## src/design/tss_pkg.sv

```systemverilog
package tss_pkg;

	// slot table geometry
	localparam int SLOT_COUNT = 16;
	localparam int SLOT_W     = $clog2(SLOT_COUNT);
	localparam int IDX_W      = 4;
	localparam int SP_W       = 32;
	localparam int ID_W       = 8;
	localparam int ST_W       = 2;
	localparam int POL_W      = 2;
	localparam int CNT_W      = 32;

	// policy codes
	localparam logic [POL_W-1:0] POL_RR   = 2'd0;
	localparam logic [POL_W-1:0] POL_LOW  = 2'd1;
	localparam logic [POL_W-1:0] POL_PRIO = 2'd2;
	localparam logic [POL_W-1:0] POL_BAD  = 2'd3;

	// thread status codes
	localparam logic [ST_W-1:0] TS_IDLE    = 2'd0;
	localparam logic [ST_W-1:0] TS_READY   = 2'd1;
	localparam logic [ST_W-1:0] TS_RUNNING = 2'd2;

	// item function codes
	localparam logic FUNC_TICK = 1'b0;
	localparam logic FUNC_LOAD = 1'b1;

	typedef logic [SLOT_W-1:0] slot_t;
	typedef logic [ID_W-1:0]   id_t;
	typedef logic [SP_W-1:0]   sp_t;
	typedef logic [ST_W-1:0]   status_t;

	// scan request from the sequencer
	typedef struct packed {
		logic  go;
		logic  prio_mode;
		logic  base_valid;
		slot_t base;
	} scan_req_t;

	// scan outcome, held while done pulses
	typedef struct packed {
		logic  done;
		logic  found;
		slot_t best;
	} scan_res_t;

	// per slot data seen by the scan unit
	typedef struct packed {
		logic ready;
		id_t  id;
	} slot_rd_t;

	// slot table write controls
	typedef struct packed {
		logic    load_we;
		logic    save_we;
		logic    run_we;
		slot_t   idx;
		logic    present;
		status_t status;
		id_t     id;
		sp_t     sp;
	} tbl_wr_t;

endpackage

```

## src/design/tss_table.sv

```systemverilog
module tss_table (
	input  logic             clk,
	input  logic             arst_n,
	input  tss_pkg::tbl_wr_t wr,
	input  tss_pkg::slot_t   scan_idx,
	output tss_pkg::slot_rd_t scan_rd,
	input  tss_pkg::slot_t   sp_idx,
	output tss_pkg::sp_t     sp_rd
);
	import tss_pkg::*;

	logic    valid_q  [SLOT_COUNT];
	status_t status_q [SLOT_COUNT];
	id_t     id_q     [SLOT_COUNT];
	sp_t     stack_q  [SLOT_COUNT];

	// present flags and status, cleared by reset
	always_ff @(posedge clk or negedge arst_n) begin
		if (!arst_n) begin
			for (int i = 0; i < SLOT_COUNT; i++) begin
				valid_q[i]  <= 1'b0;
				status_q[i] <= TS_IDLE;
			end
		end else begin
			if (wr.load_we) begin
				valid_q[wr.idx]  <= wr.present;
				status_q[wr.idx] <= wr.status;
			end else if (wr.save_we) begin
				if (valid_q[wr.idx] && status_q[wr.idx] == TS_RUNNING) begin
					status_q[wr.idx] <= TS_READY;
				end
			end else if (wr.run_we) begin
				status_q[wr.idx] <= TS_RUNNING;
			end
		end
	end

	// priority ids and saved stack pointers, undefined until loaded
	always_ff @(posedge clk) begin
		if (wr.load_we) begin
			id_q[wr.idx]    <= wr.id;
			stack_q[wr.idx] <= wr.sp;
		end else if (wr.save_we && valid_q[wr.idx]) begin
			stack_q[wr.idx] <= wr.sp;
		end
	end

	// read ports
	assign scan_rd.ready = valid_q[scan_idx] && status_q[scan_idx] == TS_READY;
	assign scan_rd.id    = id_q[scan_idx];
	assign sp_rd         = stack_q[sp_idx];

endmodule

```

## src/design/tss_scan.sv

```systemverilog
module tss_scan (
	input  logic               clk,
	input  logic               arst_n,
	input  tss_pkg::scan_req_t req,
	output tss_pkg::slot_t     rd_idx,
	input  tss_pkg::slot_rd_t  rd,
	output tss_pkg::scan_res_t res
);
	import tss_pkg::*;

	logic              busy_q;
	logic              done_q;
	logic              found_q;
	logic              prio_q;
	logic              base_valid_q;
	slot_t             base_q;
	slot_t             cnt_q;
	slot_t             best_q;
	id_t               best_id_q;
	logic [SLOT_W:0]   wrap_sum;
	logic              take;
	logic              last;

	// slot visited this cycle, round robin starts after the base slot
	always_comb begin
		wrap_sum = {1'b0, base_q} + (SLOT_W+1)'(1) + {1'b0, cnt_q};
		if (wrap_sum >= (SLOT_W+1)'(SLOT_COUNT)) begin
			wrap_sum = wrap_sum - (SLOT_W+1)'(SLOT_COUNT);
		end
		rd_idx = base_valid_q ? wrap_sum[SLOT_W-1:0] : cnt_q;
	end

	// shared compare: first ready slot, or strictly lower id in priority mode
	assign take = rd.ready && (!found_q || (prio_q && rd.id < best_id_q));
	assign last = cnt_q == SLOT_W'(SLOT_COUNT - 1);

	// scan sequencer, one slot per cycle
	always_ff @(posedge clk or negedge arst_n) begin
		if (!arst_n) begin
			busy_q       <= 1'b0;
			done_q       <= 1'b0;
			found_q      <= 1'b0;
			prio_q       <= 1'b0;
			base_valid_q <= 1'b0;
			base_q       <= '0;
			cnt_q        <= '0;
			best_q       <= '0;
		end else begin
			done_q <= 1'b0;
			if (req.go) begin
				busy_q       <= 1'b1;
				found_q      <= 1'b0;
				prio_q       <= req.prio_mode;
				base_valid_q <= req.base_valid;
				base_q       <= req.base;
				cnt_q        <= '0;
				best_q       <= '0;
			end else if (busy_q) begin
				if (take) begin
					found_q <= 1'b1;
					best_q  <= rd_idx;
				end
				if (last) begin
					busy_q <= 1'b0;
					done_q <= 1'b1;
				end else begin
					cnt_q <= cnt_q + SLOT_W'(1);
				end
			end
		end
	end

	// best id rides along with the best slot
	always_ff @(posedge clk) begin
		if (busy_q && take) begin
			best_id_q <= rd.id;
		end
	end

	assign res.done  = done_q;
	assign res.found = found_q;
	assign res.best  = best_q;

endmodule

```

## src/design/thread_slot_scheduler.sv

```systemverilog
// channel   | transaction rule               | ports
// ----------+--------------------------------+-------------------------------------------
// command   | start & !busy at clock edge     | func, stack_pointer, slot_index,
//           |                                | load_present, load_status, load_id
// result    | done high for one cycle         | resume_sp, chosen_slot, chosen_valid,
//           |                                | switched, switch_total
// config    | cfg_valid & cfg_ready           | cfg_data (policy)
//
// a load raises done in the cycle after the accepting edge and busy stays low.
// a tick first writes back the interrupted stack pointer in the save state, then the
// shared compare unit visits one slot per cycle, and the scan state commits the
// choice once the scan is done; busy is high for all of it.
// arst_n clears status, present flags, current slot, switch count and policy.
// results cannot be held off; cfg_ready is always high.
module thread_slot_scheduler (
	input  logic                        clk,
	input  logic                        arst_n,
	input  logic                        start,
	output logic                        busy,
	input  logic                        func,
	input  logic [31:0]                 stack_pointer,
	input  logic [3:0]                  slot_index,
	input  logic                        load_present,
	input  logic [1:0]                  load_status,
	input  logic [7:0]                  load_id,
	output logic                        done,
	output logic [31:0]                 resume_sp,
	output logic [3:0]                  chosen_slot,
	output logic                        chosen_valid,
	output logic                        switched,
	output logic [31:0]                 switch_total,
	input  logic                        cfg_valid,
	output logic                        cfg_ready,
	input  logic [1:0]                  cfg_data
);
	import tss_pkg::*;

	localparam logic [1:0] S_IDLE = 2'd0;
	localparam logic [1:0] S_SAVE = 2'd1;
	localparam logic [1:0] S_SCAN = 2'd2;

	logic [1:0]        state_q;
	logic [POL_W-1:0]  policy_q;
	sp_t               sp_q;
	slot_t             cur_q;
	logic              cur_valid_q;
	logic [CNT_W-1:0]  count_q;
	logic              done_q;
	sp_t               resume_sp_q;
	logic [IDX_W-1:0]  chosen_slot_q;
	logic              chosen_valid_q;
	logic              switched_q;
	logic [CNT_W-1:0]  switch_total_q;

	logic              accept;
	logic              in_range;
	logic              sw;
	tbl_wr_t           wr;
	scan_req_t         req;
	scan_res_t         res;
	slot_t             scan_idx;
	slot_rd_t          scan_rd;
	sp_t               sp_rd;

	assign accept    = start && !busy;
	assign in_range  = 32'(slot_index) < SLOT_COUNT;
	assign busy      = state_q != S_IDLE;
	assign cfg_ready = 1'b1;
	assign sw        = !cur_valid_q || res.best != cur_q;

	// table write controls per state
	always_comb begin
		wr         = '0;
		wr.present = load_present;
		wr.status  = load_status;
		wr.id      = load_id;
		wr.sp      = stack_pointer;
		wr.idx     = SLOT_W'(slot_index);
		unique case (state_q)
			S_IDLE: begin
				wr.load_we = accept && func == FUNC_LOAD && in_range;
			end
			S_SAVE: begin
				wr.save_we = cur_valid_q;
				wr.idx     = cur_q;
				wr.sp      = sp_q;
			end
			S_SCAN: begin
				wr.run_we = res.done && res.found;
				wr.idx    = res.best;
			end
			default: begin
				wr.load_we = 1'b0;
			end
		endcase
	end

	// scan request issued as the save completes
	always_comb begin
		req.go         = state_q == S_SAVE;
		req.prio_mode  = policy_q == POL_PRIO;
		req.base_valid = cur_valid_q && policy_q == POL_RR;
		req.base       = cur_q;
	end

	tss_table u_table (
		.clk      (clk),
		.arst_n   (arst_n),
		.wr       (wr),
		.scan_idx (scan_idx),
		.scan_rd  (scan_rd),
		.sp_idx   (res.best),
		.sp_rd    (sp_rd)
	);

	tss_scan u_scan (
		.clk    (clk),
		.arst_n (arst_n),
		.req    (req),
		.rd_idx (scan_idx),
		.rd     (scan_rd),
		.res    (res)
	);

	// policy register, the unused code is dropped
	always_ff @(posedge clk or negedge arst_n) begin
		if (!arst_n) begin
			policy_q <= POL_RR;
		end else if (cfg_valid && cfg_ready && cfg_data != POL_BAD) begin
			policy_q <= cfg_data;
		end
	end

	// sequencer and scheduler state
	always_ff @(posedge clk or negedge arst_n) begin
		if (!arst_n) begin
			state_q     <= S_IDLE;
			cur_q       <= '0;
			cur_valid_q <= 1'b0;
			count_q     <= '0;
			done_q      <= 1'b0;
		end else begin
			done_q <= 1'b0;
			unique case (state_q)
				S_IDLE: begin
					if (accept) begin
						if (func == FUNC_LOAD) begin
							done_q <= 1'b1;
						end else begin
							state_q <= S_SAVE;
						end
					end
				end
				S_SAVE: begin
					state_q <= S_SCAN;
				end
				S_SCAN: begin
					if (res.done) begin
						state_q <= S_IDLE;
						done_q  <= 1'b1;
						if (res.found) begin
							cur_q       <= res.best;
							cur_valid_q <= 1'b1;
							count_q     <= count_q + CNT_W'(sw);
						end
					end
				end
				default: begin
					state_q <= S_IDLE;
				end
			endcase
		end
	end

	// latched tick stack pointer and result registers
	always_ff @(posedge clk) begin
		if (accept) begin
			sp_q <= stack_pointer;
		end
		if (state_q == S_IDLE && accept && func == FUNC_LOAD) begin
			resume_sp_q    <= '0;
			chosen_slot_q  <= '0;
			chosen_valid_q <= 1'b0;
			switched_q     <= 1'b0;
			switch_total_q <= count_q;
		end else if (state_q == S_SCAN && res.done) begin
			if (res.found) begin
				resume_sp_q    <= sp_rd;
				chosen_slot_q  <= IDX_W'(res.best);
				chosen_valid_q <= 1'b1;
				switched_q     <= sw;
				switch_total_q <= count_q + CNT_W'(sw);
			end else begin
				resume_sp_q    <= sp_q;
				chosen_slot_q  <= '0;
				chosen_valid_q <= 1'b0;
				switched_q     <= 1'b0;
				switch_total_q <= count_q;
			end
		end
	end

	assign done         = done_q;
	assign resume_sp    = resume_sp_q;
	assign chosen_slot  = chosen_slot_q;
	assign chosen_valid = chosen_valid_q;
	assign switched     = switched_q;
	assign switch_total = switch_total_q;

endmodule

```

## config.mk

```make
export PLATFORM = sky130hd
export DESIGN_NAME = thread_slot_scheduler
export DESIGN_NICKNAME = d
export VERILOG_FILES = /design/src/design/tss_pkg.sv /design/src/design/tss_table.sv /design/src/design/tss_scan.sv /design/src/design/thread_slot_scheduler.sv
export SDC_FILE = /design/constraint.sdc
export NUM_CORES = 1
export LEC_CHECK = 0
export ABC_AREA = 1
export BUFFER_PORTS_ARGS = -buffer_cell sky130_fd_sc_hd__buf_2
export CORE_ASPECT_RATIO = 1.1
export CORE_MARGIN = 5
export CORE_UTILIZATION = 50
export CTS_CLUSTER_DIAMETER = 100
export DETAILED_ROUTE_END_ITERATION = 10
export GPL_ROUTABILITY_DRIVEN = 0
export PLACE_DENSITY = 0.78
export SYNTH_ARGS = -nofsm -noshare
export SYNTH_HDL_FRONTEND = slang
export SYNTH_SLANG_ARGS = --single-unit
```

## constraint.sdc

```tcl
create_clock -name clk -period 5.1 [get_ports clk]
set_input_delay 0.51 -clock clk [delete_from_list [all_inputs] [get_ports clk]]
set_output_delay 0.51 -clock clk [all_outputs]
set_load 0.02 [all_outputs]
```

==> reports/metrics.csv, run 1 <==
stage;metric;value;unit
yosys;yosys_warnings;0;
yosys;ys_types;45;
yosys;synth_area_leaders;edfxtp_1, dfrtp_1, nand2_1;
route;wl_per_cell;21.3;µm
route;drtIter0Drc;2861;
cts;htreeDepth;3;
floorplan;die_x;263;µm
finish;final_layout_size_suffix_gt1_share;11.8;%
worst_setup_path;path_cells;inv_1 -> ha_1 -> fa_1 -> nand2_1 -> o21ai_4 -> buf_4 -> a21oi_1 -> a32o_1 -> nand2_1 -> nand3_1 -> nand2_1 -> ha_1 -> nand2_1 -> nand2_1 -> nor2_1 -> nand2_1 -> a31oi_1 -> nand2_1 -> nand2_1 -> nand2_2 -> inv_2;
worst_hold_path;min_path_type;input pin to async pin;
timing;slew_violations;0;
grt;grt_pass1_wl;133000;µm
worst_setup_path;arrival;4580;ps
timing;rsz0062_at_grt;false;
timing;worst_pin_slew;1270;ps
route;via_per_inst;5.91;
floorplan;die_area;76000;µm²
worst_setup_path;path_buf_inv;3;
yosys;synth_flop_cell;edfxtp_1;
worst_setup_path;critPathMaxFanout;36;
yosys;synth_top_area_share;60.6;%
worst_setup_path;crit_path_frequent_cell;nand2_1;
route;drt-pass1-iter-count;6;
route;dr_total_vias;24300;
timing;fmax;0.235;GHz
timing;layout_min_cycle_time;4260;ps
worst_setup_path;cp-start-kind;flip-flop;
floorplan;die_h;289;µm
yosys;async_reset_ff_share;12.5;%
route;drcViolationCount;0;
timing;fin_skew;25.8;ps
grt;grt_max_degree;258;
floorplan;start_util;50.3;%
grt;antenna_found_initial;3;
finish;nFillCells;5560;
timing;finalSetupViolCount;0;
worst_setup_path;critPathMaxStageDelay;490;ps
grt;grtUsageTotal;22.2;%
run_status;outcome;finished clean;
worst_setup_path;crit_required;5420;ps
timing;slew_headroom;15.0;%
yosys;synth-edff-count;712;
cts;clock_sinks;857;
finish;final_util;56.5;%
grt;grt_pass1_vias;23400;
yosys;yosysTopAreaCell;edfxtp_1;
finish;multiInputGateArea;9350;µm²
cts;clock-root-buffer;clkbuf_16;
worst_setup_path;critPathTopFamily;adder cells;
cts;post_cts_resize_count;0;
finish;synthToLayoutAreaGrowth;12.4;%
route;drtAntennaViolNets;0;
grt;gr-total-overflow;0;
placed_design;portBuffers;125;
worst_setup_path;crit_path_end_kind;flip-flop;
power_and_ir_drop;powerDensity;535;nW/µm²
floorplan;num_rows;102;
floorplan;core;70200;µm²
placed_design;place_hpwl;48000;µm
route;drt-total-wl;87200;µm
cts;cts_made_buffers;84;
yosys;syn-cell-area;35300;µm²
cts;cts_tree;done;
floorplan;io-pin-count;127;
yosys;ys_seq_elements;857;
worst_setup_path;slowest_stage;fa_1;
cts;cts.path.max_buffers;3;
worst_setup_path;crit_type;flip-flop to flip-flop;
timing;final.setup.tns;0;ps
yosys;avgSynthCellArea;11.7;µm²
cts;cts-hold-fix-buffers;0;
cts;post_cts_buffers;0;
finish;regArea;24800;µm²
yosys;ys_seq_area_share;70.3;%
timing;finalCritPeriodShare;83.6;%
timing;finalHoldViolations;0;
cts;clk_pin_slew;60;ps
flow_run;cap_violations;0;
yosys;synth_nets;3087;
yosys;synth_cells;3015;
finish;layout.nets;3168;
power_and_ir_drop;p_leak;14.1;nW
power_and_ir_drop;ir_drop;459;µV
cts;clk_latency;640;ps
flip-flops by register name, summed over array words and instances, names as in the netlist, 4 cells and up, named ones only:
name              flops
resume_sp            32
u_scan.best_q         4
u_table.valid_q      16
u_scan.cnt_q          4
u_table.id_q        128
u_scan.best_id_q      8
sp_q                 32
u_table.stack_q     512
chosen_slot           4
count_q              32
switch_total         32
cur_q                 4
u_scan.base_q         4
synthesized netlist by cell type (21+ instances only):
cell,n
xor2_1,27
clkbuf_1,140
o211ai_1,63
nand2_1,542
a32o_1,28
buf_1,21
dfxtp_1,38
nor2_1,341
o22ai_1,45
inv_1,123
o221ai_1,94
nand3_1,153
a21oi_1,78
edfxtp_1,712
o21ai_0,353
dfrtp_1,107
final cells by class:
type                       count  area share (%)
multi-input combinational   1838            23.6
clock buffer                 103            5.58
tap                          936            2.95
inverter                     134            1.29
timing repair buffer         181            2.77
sequential                   857            62.6
clock inverter                52            1.26
antenna                        2          0.0126
layer usage:
layer	track usage [%]	share of wire, %
met1	30.1	40
met2	36.8	48
met3	4.44	9.9
met4	6.62	2.6
met5	0	0
stage by stage:
step                      area [µm²]  worst slack [ps]  hold WS, ps  instances  total power (W)
after global placement         37000              1040          452       3946           0.0150
final                          39700               838         44.8       4103           0.0212
after global routing           39700               532         35.1       4102           0.0222
after floorplan                35300               936          214       3015           0.0132
after detailed placement       37000               944          456       3946           0.0151
after CTS                      39700               878         27.3       4101           0.0212
worst paths after layout:
kind,startpoint,end,slack [ps],cells past startpoint
min in group clk,stack_pointer[1],sp_q[1],60,1
worst min register to register,resume_sp[15],resume_sp[15],460,2
worst max-delay path,u_scan.cnt_q[0],u_scan.best_id_q[2],840,21
worst min-delay path,arst_n,u_scan.best_q[3],40,1
max in group asynchronous,arst_n,u_scan.best_q[1],3970,2
worst max register to register,u_scan.cnt_q[0],u_scan.best_id_q[2],840,21
power by group:
group / internal (W) / switching [W]
Combinational: 0.00163 / 0.00452
Clock: 0.00343 / 0.00264
Sequential: 0.00878 / 0.000240
Total: 0.0138 / 0.00740
placed cells by master, fill, tap and decap left out, types with 15 or more instances in the layout:
cell type / count
o221ai_1: 94
o22ai_1: 45
inv_1: 116
a32o_1: 28
inv_2: 15
nor2_1: 324
clkinv_2: 22
edfxtp_1: 712
ha_1: 16
dfrtp_1: 102
buf_2: 124
nand2_1: 539
clkbuf_16: 85
nor2_4: 17
a21oi_1: 78
xor2_1: 27
o21ai_0: 353
o21a_1: 17
buf_4: 53
clkbuf_1: 16
dfxtp_1: 38
nand3_1: 153
o211ai_1: 63
cell families (layout without fill, tap and decap cells):
group                    Yosys count  count (layout)  share of synthesized area, %
AND/OR/NAND/NOR                 1080            1080                          12.4
AO/OA/AOI/OAI                    707             707                          12.2
adder cells (fa/ha/maj)           18              18                         0.659
buffers and inverters            320             470                          3.64
XOR/XNOR                          32              32                         0.794
flip-flops                       857             857                          70.3
other                              1               3                        0.0106
(Power assumes the default switching activity.)
==> run 2: changes to the inputs <==
- ABC_AREA: 1 -> 0
- PLACE_DENSITY: 0.78 -> 0.8
- clock period: 5.1 -> 3.74 ns (I/O delays scaled with it)
==> run 2 against run 1 <==
Net effect:
- the run now ends with setup timing left
- non-clock buffer count rose by 97
- sequential cell count did not move
- clock power rose by 42%
- fmax rose by 0.85%
- highest routed layer unchanged
- cell count fell by 22%
- synthesized cell count fell by 36%
- largest power group unchanged
- first-iteration DRC count fell by 12%
- hold slack improved by 55 ps
- synthesized area fell by 2.1%
- sequential power rose by 32%
- die area fell by 2.1%
- core utilization rose by 2.6 points
==> reports/metrics.csv, run 2 <==
stage;metric;value;unit;change
power_and_ir_drop;p_leak;14.1;nW;-0.50%
route;drt-pass1-iter-count;8;;+2
cts;cts.path.max_buffers;3;;unchanged
finish;synthToLayoutAreaGrowth;17.7;%;
route;drt-total-wl;86700;µm;-0.65%
yosys;synth_top_area_share;61.9;%;+1.3 points
cts;cts_tree;done;;
yosys;ys_types;64;;+42%
finish;final_layout_size_suffix_gt1_share;30.2;%;+18 points
worst_setup_path;crit_path_end_kind;flip-flop;;
cts;clock-root-buffer;clkbuf_16;;
route;wl_per_cell;27.0;µm;+27%
timing;worst_pin_slew;994;ps;-277 ps
yosys;async_reset_ff_share;12.5;%;unchanged
cts;cts_made_buffers;81;;-3.6%
finish;largestRegisters;u_table.stack_q: 512 flops, u_table.id_q: 128 flops;;
floorplan;num_rows;101;;-0.98%
worst_setup_path;r2r_setup_slack;-490;ps;-1320 ps
yosys;ys_seq_elements;857;;unchanged
yosys;syn-cell-area;34600;µm²;-2.1%
floorplan;die_x;261;µm;-1.0%
worst_setup_path;reg2reg_from;u_scan.cnt_q[0];;
worst_setup_path;r2r_end;u_scan.best_q[1];;
run_status;outcome;finished, violations left;;
finish;final_util;59.1;%;+2.6 points
yosys;synth_nets;2011;;-35%
route;via_per_inst;6.16;;+4.2%
floorplan;die_area;74500;µm²;-2.1%
finish;regArea;24800;µm²;about the same
worst_hold_path;min_from;cfg_valid;;
yosys;avgSynthCellArea;17.8;µm²;+52%
run_status;violations;setup timing;;
worst_setup_path;arrival;4730;ps;+150 ps
worst_setup_path;crit_type;flip-flop to flip-flop;;
finish;regMostFlops;u_table.stack_q;;
yosys;ys_seq_area_share;71.8;%;+1.5 points
route;drtAntennaViolNets;0;;unchanged
placed_design;place_hpwl;47600;µm;-0.86%
timing;setup_ws;-486;ps;-1320 ps
cts;clk_latency;650;ps;about the same
timing;slew_violations;0;;unchanged
route;drtIter0Drc;2524;;-12%
finish;layout.nets;2280;;-28%
floorplan;die_h;286;µm;-1.0%
finish;nFillCells;4734;;-15%
yosys;yosys_warnings;0;;unchanged
route;drcViolationCount;0;;unchanged
power_and_ir_drop;power;0.0276;W;+30%
finish;fin_cells;3206;;-22%
grt;grt_max_degree;92;;-64%
timing;fmax;0.237;GHz;+0.85%
grt;grt_pass1_wl;129000;µm;-3.3%
timing;finalCritPeriodShare;113;%;+29 points
timing;rsz0062_at_grt;true;;
floorplan;start_util;50.3;%;about the same
finish;largest_reg_flops;512;;unchanged
yosys;synth_area_leaders;edfxtp_1, mux4_2, dfrtp_1;;
worst_setup_path;rr_worst_depth;18;;-14%
grt;grtUsageTotal;23.0;%;+0.78 points
cts;htreeDepth;3;;unchanged
finish;final_common_cell;edfxtp_1;;
floorplan;core;68700;µm²;-2.1%
worst_hold_path;min_path_type;input pin to flip-flop;;
timing;finalSetupViolCount;12;;+12
placed_design;dpl.cell_count;2997;;-24%
floorplan;io-pin-count;127;;unchanged
yosys;synth-edff-count;712;;unchanged
cts;clk_pin_slew;60;ps;about the same
worst_setup_path;cp-start-kind;flip-flop;;
yosys;yosysMostFrequentCell;edfxtp_1;;
route;dr_total_vias;19700;;-19%
yosys;synth.top_cells.by_count;edfxtp_1, mux4_2, nor2_1;;
worst_hold_path;holdPathEnd;policy_q[0];;
flow_run;cap_violations;0;;unchanged
finish;multiInputGateArea;9510;µm²;+1.7%
worst_setup_path;crit_required;4240;ps;-1180 ps
timing;fin_skew;45.2;ps;+19.4 ps
cts;clock_sinks;857;;unchanged
power_and_ir_drop;ir_drop;471;µV;+2.6%
placed_design;place_area;37100;µm²;+0.43%
finish;layout_common_cells;edfxtp_1, mux4_2, nor2_1, buf_2, dfrtp_1;;
worst_hold_path;holdPathStages;3;;
yosys;synth_cells;1939;;-36%
grt;grt_pass1_vias;20400;;-13%
worst_setup_path;critPathMaxFanout;9;;-75%
yosys;synth_flop_cell;edfxtp_1;;
grt;antenna_found_initial;2;;-1
finish;final_area;40700;µm²;+2.5%
power_and_ir_drop;powerDensity;678;nW/µm²;+27%
placed_design;portBuffers;125;;unchanged
timing;finalHoldViolations;0;;unchanged
grt;gr-total-overflow;0;;unchanged
yosys;yosysTopAreaCell;edfxtp_1;;
timing;layout_min_cycle_time;4230;ps;-36.0 ps
timing;slew_headroom;33.6;%;+19 points
-- run 2: cell types whose count changed in the layout (fill, tap and decap cells not counted), moves of 38 or more --
| cell | before | now |
|---|---|---|
| o211ai_1 | 63 | 0 |
| nand2_1 | 539 | 97 |
| mux4_2 | 0 | 193 |
| nand3_1 | 153 | 24 |
| buf_4 | 53 | 92 |
| mux2i_1 | 0 | 45 |
| nor2_1 | 324 | 155 |
| inv_1 | 116 | 40 |
| o22ai_1 | 45 | 4 |
| a211oi_1 | 0 | 38 |
| o221ai_1 | 94 | 0 |
| o21ai_0 | 353 | 27 |
| mux2_2 | 0 | 53 |
-- run 2: power breakdown --
part	internal (W)	switching (W)
Clock	0.00493	0.00364
Sequential	0.0116	0.000314
Combinational	0.00289	0.00424
-- run 2: cells by family (layout without fill, tap and decap cells) --
kind of cell / after synthesis / after routing / share of synthesized area, %
xor+xnor: 64 / 64 / 1.62
flops: 857 / 857 / 71.8
other cells: 1 / 3 / 0.0109
buf+inv: 137 / 475 / 1.60
fa+ha+maj: 18 / 18 / 0.673
simple gates: 372 / 372 / 4.74
mux: 295 / 295 / 15.7
compound gates: 195 / 195 / 3.81
-- run 2: through the flow --
step,setup TNS [ps],hold slack (ps),setup WS [ps]
3_5_place_dp,-4100,469,-361
2_1_floorplan,-77140,78.4,-222
5_1_grt,-6680,109,-612
6_report,-5340,100,-486
4_1_cts,-3340,56.9,-312
3_3_place_gp,-1990,464,-193
-- run 2: worst max path at each step --
stage / start / endpoint / slack, ps
4_1_cts: u_scan.base_q[0] / u_scan.best_id_q[6] / -310
3_3_place_gp: u_scan.base_q[0] / u_scan.best_id_q[2] / -190
6_report: u_scan.cnt_q[0] / u_scan.best_q[1] / -490
2_1_floorplan: state_q[0] / u_table.stack_q[10][0] / -220
5_1_grt: u_scan.cnt_q[0] / u_scan.best_q[1] / -610
3_5_place_dp: u_scan.base_q[0] / u_scan.best_id_q[1] / -360
-- run 2: cell type report --
class / count / share of cell area, %
inverters: 44 / 0.412
repair inverters: 1 / 0.0185
clock inverters: 35 / 1.18
diodes: 2 / 0.0123
flip-flops and latches: 857 / 61.1
well taps: 927 / 2.85
repair buffers: 278 / 5.28
multi-input cells: 945 / 23.4
clock buffers: 117 / 5.78
-- run 2: timing repair --
action,CTS,global route
setup endpoints to repair,12,136
pin swaps,13,17
gates cloned,2,0
buffers inserted,6,11
hold endpoints to repair,92,0
hold buffers,36,0
resized for setup,25,15
-- run 2: metal layers --
metal	up-vias	routed length [µm]	track usage [%]
met5	-	0	0
met4	0	2650	7.90
met3	203	8000	4.24
met2	1277	44600	39.1
met1	10100	31400	30.0
li1	8156	-	-
-- run 2: critical path: stages, from the launching register on --
cell and delay, ps:
dfrtp_1 370, inv_2 60, ha_4 160, fa_1 450, and2_4 170, nor2_4 260, buf_4 240, mux4_2 300
mux2i_1 270, a21oi_2 100, ha_1 350, a21oi_2 250, o21ai_2 130, a22oi_2 220, o2111ai_2 190, buf_4 180
and2_4 150, o21ai_1 140, a21oi_1 80
